## src/rtl/hcbp_pkg.sv

```systemverilog
// Shared types and constants of the Huffman code bit packer.
package hcbp_pkg;

  localparam int SYM_W        = 8;
  localparam int CODE_W       = 16;
  localparam int LEN_W        = 5;
  localparam int BYTE_W       = 8;
  localparam int LAST_BIT_POS = 7;

  // Depth of the command and result queues, and the widths that follow from it
  localparam int QUEUE_DEPTH = 4;
  localparam int PTR_W       = $clog2(QUEUE_DEPTH);
  localparam int CNT_W       = $clog2(QUEUE_DEPTH + 1);

  typedef enum logic [1:0] {
    OP_LOAD   = 2'd0,
    OP_ENCODE = 2'd1,
    OP_FLUSH  = 2'd2
  } op_e;

  typedef enum logic {
    CMD_ENCODE = 1'b0,
    CMD_FLUSH  = 1'b1
  } cmd_kind_e;

  typedef struct packed {
    logic [1:0]        operation;
    logic [SYM_W-1:0]  symbol;
    logic [CODE_W-1:0] code_word;
    logic [LEN_W-1:0]  code_length;
  } in_word_t;

  typedef struct packed {
    logic [BYTE_W-1:0] out_byte;
    logic              last_of_run;
  } out_word_t;

  typedef struct packed {
    cmd_kind_e         kind;
    logic [CODE_W-1:0] code;
    logic [LEN_W-1:0]  len;
  } cmd_t;

  typedef struct packed {
    logic             empty;
    logic [CNT_W-1:0] space;
  } q_stat_t;

endpackage

```

## src/rtl/hcbp_fifo.sv

```systemverilog
// Small queue with two write lanes and one read port.
module hcbp_fifo import hcbp_pkg::*; #(
  parameter type entry_t = logic [7:0]
) (
  input  logic         clk_i,
  input  logic         rst_ni,
  input  logic [1:0]   wr_valid_i,
  input  entry_t [1:0] wr_data_i,
  input  logic         rd_i,
  output entry_t       rd_data_o,
  output q_stat_t      stat_o
);

  entry_t [QUEUE_DEPTH-1:0] mem_q;
  logic [PTR_W-1:0]         wptr_q, wptr_d, rptr_q, rptr_d;
  logic [CNT_W-1:0]         count_q, count_d;
  logic [CNT_W-1:0]         n_wr;
  logic [PTR_W-1:0]         wptr_nxt;

  assign n_wr     = CNT_W'(wr_valid_i[0]) + CNT_W'(wr_valid_i[1]);
  assign wptr_nxt = wptr_q + PTR_W'(1);
  assign wptr_d   = wptr_q + PTR_W'(n_wr);
  assign rptr_d   = rptr_q + PTR_W'(rd_i);
  assign count_d  = count_q + n_wr - CNT_W'(rd_i);

  assign rd_data_o    = mem_q[rptr_q];
  assign stat_o.empty = (count_q == '0);
  assign stat_o.space = CNT_W'(QUEUE_DEPTH) - count_q;

  always_ff @(posedge clk_i or negedge rst_ni) begin
    if (!rst_ni) begin
      wptr_q  <= '0;
      rptr_q  <= '0;
      count_q <= '0;
    end else begin
      wptr_q  <= wptr_d;
      rptr_q  <= rptr_d;
      count_q <= count_d;
    end
  end

  always_ff @(posedge clk_i) begin
    if (wr_valid_i[0]) begin
      mem_q[wptr_q] <= wr_data_i[0];
    end
    if (wr_valid_i[1]) begin
      mem_q[wptr_nxt] <= wr_data_i[1];
    end
  end

  a_no_overflow: assert property (@(posedge clk_i) disable iff (!rst_ni)
    n_wr <= stat_o.space)
    else $error("queue written beyond its free space");

  a_lane_order: assert property (@(posedge clk_i) disable iff (!rst_ni)
    wr_valid_i[1] |-> wr_valid_i[0])
    else $error("second write lane used without the first");

endmodule

```

## config.mk

```make
export PLATFORM = sky130hd
export DESIGN_NAME = hcbp_fifo
export DESIGN_NICKNAME = d
export VERILOG_FILES = /design/src/rtl/hcbp_pkg.sv /design/src/rtl/hcbp_fifo.sv
export SDC_FILE = /design/constraint.sdc
export NUM_CORES = 1
export LEC_CHECK = 0
export BUFFER_PORTS_ARGS = -buffer_cell sky130_fd_sc_hd__buf_2
export CAP_MARGIN = 10
export CORE_MARGIN = 2
export CORE_UTILIZATION = 59
export CTS_BUF_LIST = sky130_fd_sc_hd__clkbuf_16
export CTS_CLUSTER_SIZE = 28
export DETAILED_ROUTE_END_ITERATION = 8
export PLACE_DENSITY = 0.93
export SETUP_SLACK_MARGIN = 0.02
export SLEW_MARGIN = 0
export SYNTH_ARGS = -nofsm -noshare
export SYNTH_HDL_FRONTEND = slang
export SYNTH_SLANG_ARGS = --single-unit
```

## constraint.sdc

```tcl
create_clock -name clk_i -period 2.28 [get_ports clk_i]
set_input_delay 0.228 -clock clk_i [delete_from_list [all_inputs] [get_ports clk_i]]
set_output_delay 0.228 -clock clk_i [all_outputs]
set_load 0.05 [all_outputs]
```

==> impl_results.md <==
- Sequential fraction of the synthesis area: 0.417
- Final net count: 250
- Layout cells sized above 1: 0.268
- Max-cap viol count: 0
- Post-synth ARST share: 0.179
- Fin util: 0.726
- N_diodes: 0
- CTS tree: done
- Max-slew violation count: 0
- Setup crit start kind: flip-flop
- Worst-path fanout max: 9
- Routability Congestion: 0.835
- XOR/XNOR Fraction of Synth Area: 0.0224
- Synth Area in Compound Gates: 0.202
- Initial DRC Count: 63
- Final Hold Fails: 0
- Yosys reg bits: 39
- Post-synthesis net count: 221
- Clk_skew: 0.854 ps
- H-tree lvl count: 2
- Post-synth top flop: dfxtp_1
- Post-CTS setup buffers: 0
- Pin count of the biggest net entering global routing: 27
- Num CTS Buffers: 5
- Simple-Gate Fraction of Synth Area: 0.123
- Synth unique cells: 28
- First-pass GRT wire length: 6.58 mm
- Final setup vio count: 0
- Worst Hold Class: primary input to flip-flop
- Synth Area per Inst: 10.2 um2
- Layout area overhead: 15.1%
- Crit path time final: 2020 ps
- DRC violations left: 0
- Share of the synthesized area in the top cell type: 0.327
- Num ports: 33
- Largest cells by area after synthesis: dfxtp_1 (33%), mux4_2 (9.2%), dfrtp_1 (9.0%)
- Clock buffer depth: 2
- Top post-synthesis cells by count: dfxtp_1 (32), nor2_1 (17), nand2_1 (16), nand3_1 (15), a22o_1 (14)
- Dpl hpwl: 2.74 mm
- Yosys warns: 0
- Total routed wirelength: 4.01 mm
- Vias in the first global route: 1467
- Worst Path Arrival: 1790 ps
- Count leader, synth: dfxtp_1
- Cell Rows: 20
- Clk_lat worst skew: 280 ps
- Synthesized cell area: 0.00196 mm2
- Largest area contributor in the netlist: dfxtp_1
- Fmax: 0.496 GHz
- Register area: 816 um2
- Die X: 61.6 um
- WL/cell: 15.2 um
- Outcome: completed
- CTS root buffer: clkbuf_16
- Clk slew on worst S/H paths: 50 ps
- Die area: 0.00379 mm2
- # clock sinks: 39
- Post-Syn Instances: 191
- Final cell count without fillers: 264
- Area of the core: 0.00310 mm2
- Critical path required time: 2050 ps
- Area of the multi-input gates: 0.00100 mm2
- Post-route antenna net violation count: 0
- Final period util: 0.884
- Fillers: 242
- Initial Utilization: 0.631
- Synth Area in Adders: 0.0614
- Slew @ Worst Pin: 789 ps
- Vias/cell: 5.94
- Worst Setup End Kind: output port
- Largest family of logic cells by synthesized area: compound AO/OA/AOI/OAI gates
- Post-synth EDFFs: 0
- Relative slew slack: 0.474
- RSZ-0062 raised after global routing: no
- Pre-Repair DR Iteration Count: 4
- Port Buffer Count: 32
- Mux cell area share after synthesis: 0.104
- Total GRT Usage: 0.248
- Hold Worst Slack: 203 ps
- DIE HEIGHT: 61.6 um
- Grt ovf: 0
- DP Cell Count: 256
- WS Path Type: flip-flop to output port
- Sum Neg Setup Slack: 0 ps
- Antenna violations before repair: 0
- Via count: 1568
routing by layer:
metal / wire length (um) / GRT usage / vias up
met3: 343 / 0.0924 / 9
met1: 1740 / 0.314 / 740
met5: 0 / 0 / -
li1: - / - / 751
met2: 1850 / 0.374 / 68
met4: 82 / 0.125 / 0
path summary, 6_finish.rpt:
kind	from	to	slack, ps	depth (start not counted)
hold / removal	rd_i	rptr_q[0]$_DFF_PN0_	200	2
setup / recovery	rptr_q[0]$_DFF_PN0_	rd_data_o[7]	260	2
min in group asynchronous	rst_ni	count_q[0]$_DFF_PN0_	320	2
max in group asynchronous	rst_ni	rptr_q[1]$_DFF_PN0_	1810	2
hold reg to reg	mem_q[0]$_DFF_P_	mem_q[0]$_DFF_P_	450	1
setup reg to reg	wptr_q[0]$_DFF_PN0_	mem_q[17]$_DFF_P_	540	3
metrics by stage:
step	setup WS, ps	cell area, um2
after floorplan	533	1960
after global placement	393	2110
after detailed placement	309	2110
after CTS	241	2250
after global routing	196	2250
final	264	2250
final cells by class:
cell class | count | area share
multi-input cells | 126 | 0.446
flip-flops and latches | 39 | 0.362
repair buffers | 38 | 0.0922
clock buffers | 5 | 0.0556
well taps | 44 | 0.0244
inverters | 10 | 0.0167
clock inverters | 2 | 0.00333
critical path, cell delays in order, from the launching register on:
cell and delay, ps:
dfrtp_1 690, mux4_2 590, buf_2 230
repair_timing:
| item | CTS | global route |
|---|---|---|
| hold buffers | 1 | 0 |
| resized for setup | 0 | 0 |
| hold endpoints to repair | 7 | 0 |
logic make-up (layout without fill, tap and decap cells):
kind of cell / Yosys count / after routing
adders and majority gates: 9 / 9
xor gates and xnor gates: 5 / 5
DFF: 39 / 39
buffers and inverters: 26 / 55
and+or+nand+nor: 53 / 53
AOI/OAI and AO/OA: 49 / 49
muxes: 10 / 10
cells in the final DEF, fill, tap and decap left out, drive strengths merged:
cell type and count:
buf 37, dfxtp 32, nand2 19, nor2 17, nand3 15, a22o 14
inv 12, a221o 8, o22ai 8, a21o 8, mux4 8, ha 8
o21ai 7, dfrtp 7, clkbuf 5, xnor2 4, mux2 2, o2bb2ai 2
nand3b 1, o21a 1, a2bb2oi 1, or2 1, xor2 1, fa 1
dlygate4sd3 1
sequential cells by signal, indices dropped and copies added, names as in the netlist:
name,count
mem_q,32
count_q,3
wptr_q,2
rptr_q,2
Power is left out: the tool's default activity adds up to more than one toggle a clock period on the data nets, which glitch-free logic cannot reach.
