## src/rtl/hcbp_pkg.sv

```systemverilog
// Shared types and constants of the Huffman code bit packer.
package hcbp_pkg;

  localparam int SYM_W        = 8;
  localparam int CODE_W       = 16;
  localparam int LEN_W        = 5;
  localparam int BYTE_W       = 8;
  localparam int LAST_BIT_POS = 7;

  // Depth of the command and result queues, and the widths that follow from it
  localparam int QUEUE_DEPTH = 4;
  localparam int PTR_W       = $clog2(QUEUE_DEPTH);
  localparam int CNT_W       = $clog2(QUEUE_DEPTH + 1);

  typedef enum logic [1:0] {
    OP_LOAD   = 2'd0,
    OP_ENCODE = 2'd1,
    OP_FLUSH  = 2'd2
  } op_e;

  typedef enum logic {
    CMD_ENCODE = 1'b0,
    CMD_FLUSH  = 1'b1
  } cmd_kind_e;

  typedef struct packed {
    logic [1:0]        operation;
    logic [SYM_W-1:0]  symbol;
    logic [CODE_W-1:0] code_word;
    logic [LEN_W-1:0]  code_length;
  } in_word_t;

  typedef struct packed {
    logic [BYTE_W-1:0] out_byte;
    logic              last_of_run;
  } out_word_t;

  typedef struct packed {
    cmd_kind_e         kind;
    logic [CODE_W-1:0] code;
    logic [LEN_W-1:0]  len;
  } cmd_t;

  typedef struct packed {
    logic             empty;
    logic [CNT_W-1:0] space;
  } q_stat_t;

endpackage

```

## src/rtl/hcbp_packer.sv

```systemverilog
// Back end: appends code bits to the pending byte and emits completed bytes.
module hcbp_packer import hcbp_pkg::*; (
  input  logic            clk_i,
  input  logic            rst_ni,
  input  q_stat_t         cmd_stat_i,
  input  cmd_t            cmd_i,
  output logic            cmd_pop_o,
  input  q_stat_t         out_stat_i,
  output logic [1:0]      out_push_o,
  output out_word_t [1:0] out_data_o
);

  localparam int ACC_W = BYTE_W + CODE_W;

  logic [BYTE_W-1:0] pend_q, pend_d;
  logic [2:0]        cnt_q, cnt_d;

  logic              take;
  logic [CODE_W-1:0] rev, rev_m;
  logic [ACC_W-1:0]  acc;
  logic [LEN_W-1:0]  total;
  logic [1:0]        n_bytes;

  function automatic logic [CODE_W-1:0] bit_rev(input logic [CODE_W-1:0] w);
    logic [CODE_W-1:0] r;
    for (int i = 0; i < CODE_W; i++) begin
      r[CODE_W-1-i] = w[i];
    end
    return r;
  endfunction

  assign take      = !cmd_stat_i.empty && (out_stat_i.space >= CNT_W'(2));
  assign cmd_pop_o = take;

  // First code bit lands just below the bits already pending
  assign rev     = bit_rev(cmd_i.code);
  assign rev_m   = rev & ~({CODE_W{1'b1}} >> cmd_i.len);
  assign acc     = {pend_q, {CODE_W{1'b0}}} | ({rev_m, {BYTE_W{1'b0}}} >> cnt_q);
  assign total   = LEN_W'(cnt_q) + cmd_i.len;
  assign n_bytes = total[LEN_W-1:3];

  always_comb begin
    pend_d     = pend_q;
    cnt_d      = cnt_q;
    out_push_o = 2'b00;
    out_data_o[0] = '{out_byte: acc[ACC_W-1 -: BYTE_W], last_of_run: (n_bytes == 2'd1)};
    out_data_o[1] = '{out_byte: acc[ACC_W-BYTE_W-1 -: BYTE_W], last_of_run: 1'b1};
    if (take) begin
      case (cmd_i.kind)
        CMD_FLUSH: begin
          out_push_o    = 2'b01;
          out_data_o[0] = '{out_byte: pend_q, last_of_run: 1'b1};
          pend_d        = '0;
          cnt_d         = '0;
        end
        CMD_ENCODE: begin
          cnt_d = total[2:0];
          case (n_bytes)
            2'd0: begin
              pend_d = acc[ACC_W-1 -: BYTE_W];
            end
            2'd1: begin
              out_push_o = 2'b01;
              pend_d     = acc[ACC_W-BYTE_W-1 -: BYTE_W];
            end
            default: begin
              out_push_o = 2'b11;
              pend_d     = acc[BYTE_W-1:0];
            end
          endcase
        end
        default: begin
          pend_d = pend_q;
        end
      endcase
    end
  end

  always_ff @(posedge clk_i or negedge rst_ni) begin
    if (!rst_ni) begin
      pend_q <= '0;
      cnt_q  <= '0;
    end else begin
      pend_q <= pend_d;
      cnt_q  <= cnt_d;
    end
  end

  a_flush_clears: assert property (@(posedge clk_i) disable iff (!rst_ni)
    (take && cmd_i.kind == CMD_FLUSH) |=> (cnt_q == '0 && pend_q == '0))
    else $error("pending byte not cleared after flush");

  a_unused_bits_zero: assert property (@(posedge clk_i) disable iff (!rst_ni)
    (pend_q & ~({BYTE_W{1'b1}} << (3'(LAST_BIT_POS) - cnt_q + 3'd1))) == '0 || cnt_q == '0)
    else $error("pending byte holds bits below its fill level");

endmodule

```

## config.mk

```make
export PLATFORM = sky130hd
export DESIGN_NAME = hcbp_packer
export DESIGN_NICKNAME = d
export VERILOG_FILES = /design/src/rtl/hcbp_pkg.sv /design/src/rtl/hcbp_packer.sv
export SDC_FILE = /design/constraint.sdc
export NUM_CORES = 1
export LEC_CHECK = 0
export BUFFER_PORTS_ARGS = -buffer_cell sky130_fd_sc_hd__buf_2
export CAP_MARGIN = 20
export CORE_MARGIN = 2
export CORE_UTILIZATION = 54
export CTS_CLUSTER_SIZE = 8
export DETAILED_ROUTE_END_ITERATION = 10
export PLACE_DENSITY = 0.81
export SLEW_MARGIN = 20
export SYNTH_ARGS = -nofsm -noshare
export SYNTH_HDL_FRONTEND = slang
export SYNTH_SLANG_ARGS = --single-unit
```

## constraint.sdc

```tcl
create_clock -name clk_i -period 2.85 [get_ports clk_i]
set_input_delay 0.285 -clock clk_i [delete_from_list [all_inputs] [get_ports clk_i]]
set_output_delay 0.285 -clock clk_i [all_outputs]
set_load 0.02 [all_outputs]
```

==> impl_metrics.tcl <==
set metrics [dict create \
    antenna_found_initial 0 \
    tightest_slew_ns 0.679 \
    pin_count 53 \
    routedWlPerCell_um 17.2 \
    crit_cells 8 \
    critPathSlowestCell "mux4_2" \
    drive_gt1_share_pct 29.1 \
    setup_tns_ns 0 \
    place_hpwl_mm 4.64 \
    cts_buffers 3 \
    critPathBufInv 3 \
    rsz0062_at_grt "false" \
    rows 22 \
    place_congestion 0.942 \
    regToRegEndpoint "pend_q[3]" \
    synth_cells 264 \
    dr.pass1.iters 5 \
    drv_slew 0 \
    hold_path.class "primary input to register" \
    finalCritPeriodShare_pct 95.9 \
    ir_drop_mv 0.412 \
    ys_types 75 \
    relSlewSlack_pct 54.7 \
    final.setup_skew_ns 0.00314 \
    cpLargestDelayFamily "compound AO/OA/AOI/OAI gates" \
    hold_path_depth 2 \
    drc 0 \
    die_x_um 65.7 \
    ys_async_sr_fraction_pct 100 \
    synth_fp_nets 300 \
    cts_tree "yes" \
    multiInputGateArea_um2 1510 \
    p_leak_nw 0.998 \
    clkTransAtPathRegs_ns 0.05 \
    rr_worst_depth 9 \
    critPathRequiredTime_ns 2.57 \
    end_kind "primary output" \
    grt_pass1_vias 1992 \
    clk_path_buf_depth 2 \
    synth_edf_count 0 \
    slowest_delay_ns 0.53 \
    grt-ovfl-total 0 \
    max-cap-violations 0 \
    start_util_pct 56.2 \
    grt_pass1_wl_mm 9.54 \
    crit_type "register to primary output" \
    timing.final.crit_period_ns 2.73 \
    clk_latency_ns 0.24 \
    layout_common_cells "buf_2 (46), nand2_1 (32), o21ai_0 (18), nor2_1 (18), inv_1 (15)" \
    setup_viol 0 \
    fin_nets 343 \
    worstSetupStartpoint "cnt_q[1]" \
    register_area_um2 275 \
    arrival_ns 2.45 \
    timing.rr.start "cnt_q[1]" \
    cts.sinks 11 \
    ant_nets 0 \
    diodes 0 \
    worstPathCellList "buf_6, nand2_1, o22ai_1, inv_1, mux4_2, a21oi_1, or2_2, buf_2" \
    vias_per_cell 6.47 \
    start_kind "register" \
    path_max_fanout 32 \
    ys_seq_area_share_pct 13.4 \
    vias 2291 \
    grtUsageTotal_pct 28.6 \
    whs_ns 0.378 \
    root_buffer "clkbuf_8" \
    min_to "cnt_q[2]" \
    syn_avg_cell_area_um2 7.79 \
    min_from "cmd_i[21]" \
    hold_violations 0 \
    numPortBuffers 46 \
    synthFlopType "dfrtp_1" \
    synth-seq-cells 11 \
    postCtsSetupBuffers 0 \
    die_h_um 65.7 \
    fmax_mhz 366 \
    area_growth_pct 11.2 \
    fin_total_pwr_mw 1.33 \
    grt_max_degree 33 \
    core_area_um2 3660 \
    p_per_area_nw_per_um2 580 \
    synth_area_um2 2060 \
    wirelength_mm 6.11 \
    r2r_setup_slack_ns 0.50 \
    htreeDepth 1 \
    dieArea_um2 4320 \
    drt_iter0_drc 176 \
    yosys_warnings 0 \
    final_common_cell "buf_2" \
    fill_cells 350 \
    status "finished clean" \
]
area by class of cell:
type                       instances  area share [%]
clock buffer                       4            1.97
inverter                          17            2.79
multi-input combinational        215            66.0
sequential                        11            12.0
tap                               48            2.63
timing repair buffer              59            14.6
Yosys cell counts (all sizes together) (4+ instances only):
| cell | n | area share [%] |
|---|---|---|
| nand2 | 34 | 6.5 |
| nor2 | 20 | 3.9 |
| o21ai | 20 | 5.1 |
| inv | 17 | 3.1 |
| a21oi | 14 | 3.4 |
| buf | 11 | 4.9 |
| dfrtp | 11 | 13 |
| clkbuf | 10 | 5.2 |
| mux2i | 9 | 4.4 |
| nor3 | 8 | 1.9 |
| o22ai | 7 | 2.1 |
| nand4 | 6 | 1.8 |
| a211oi | 5 | 2.1 |
| o211ai | 5 | 2.1 |
| or2 | 5 | 1.5 |
| a21o | 4 | 1.5 |
| a2bb2oi | 4 | 2.0 |
| mux4 | 4 | 4.4 |
| nor2b | 4 | 1.2 |
| nor4 | 4 | 1.5 |
| o21bai | 4 | 1.5 |
| xnor2 | 4 | 2.1 |
timing repair:
| action | CTS | global route |
|---|---|---|
| endpoints found under the setup margin | 0 | 1 |
| hold endpoints to repair | 11 | 0 |
| hold buffers | 1 | 0 |
| gates resized for setup | 0 | 1 |
sequential cells by signal, indices dropped and copies added, names as in the netlist:
name and count:
pend_q 8, cnt_q 3
through the flow:
stage / setup slack, ns / instance area, um^2 / cells / utilization [%]
after floorplan: 0.564 / 2060 / 264 / -
after global placement: 0.318 / 2230 / 349 / 60.8
after detailed placement: 0.262 / 2230 / 349 / 60.8
after CTS: 0.0988 / 2280 / 354 / 62.3
after global routing: 0.00257 / 2290 / 354 / 62.4
final: 0.118 / 2290 / 354 / 62.4
how the worst max path moves through the flow:
stage          slack, ns            end
2_1_floorplan       0.56  out_push_o[0]
3_3_place_gp        0.32  out_data_o[1]
3_5_place_dp        0.26  out_data_o[1]
4_1_cts              0.1  out_data_o[1]
5_1_grt            0.003  out_push_o[0]
6_report            0.12  out_data_o[1]
cells by family (layout without fill, tap and decap cells):
group	after synthesis	after routing	share of synthesized area, %
AND/OR/NAND/NOR	95	95	23.7
XOR/XNOR	4	4	2.07
multiplexers	13	13	8.76
buffers and inverters	38	80	13.3
AO/OA/AOI/OAI	98	98	35.8
other	1	1	0.182
flip-flops	11	11	13.4
adder cells (fa/ha/maj)	4	4	2.80
where the power goes:
group / internal (mW) / switching (mW)
sequential: 0.189 / 0.0235
combinational: 0.356 / 0.597
clock: 0.0985 / 0.0625
routing by layer:
metal | vias up | track usage, % | part of all wire, %
li1 | 1085 | - | -
met3 | 11 | 3.77 | 8.3
met1 | 1071 | 38.8 | 43
met2 | 124 | 45.7 | 47
met5 | - | 0 | 0
met4 | 0 | 11.7 | 2.0
Note: power is estimated with default switching activity, not from simulation.
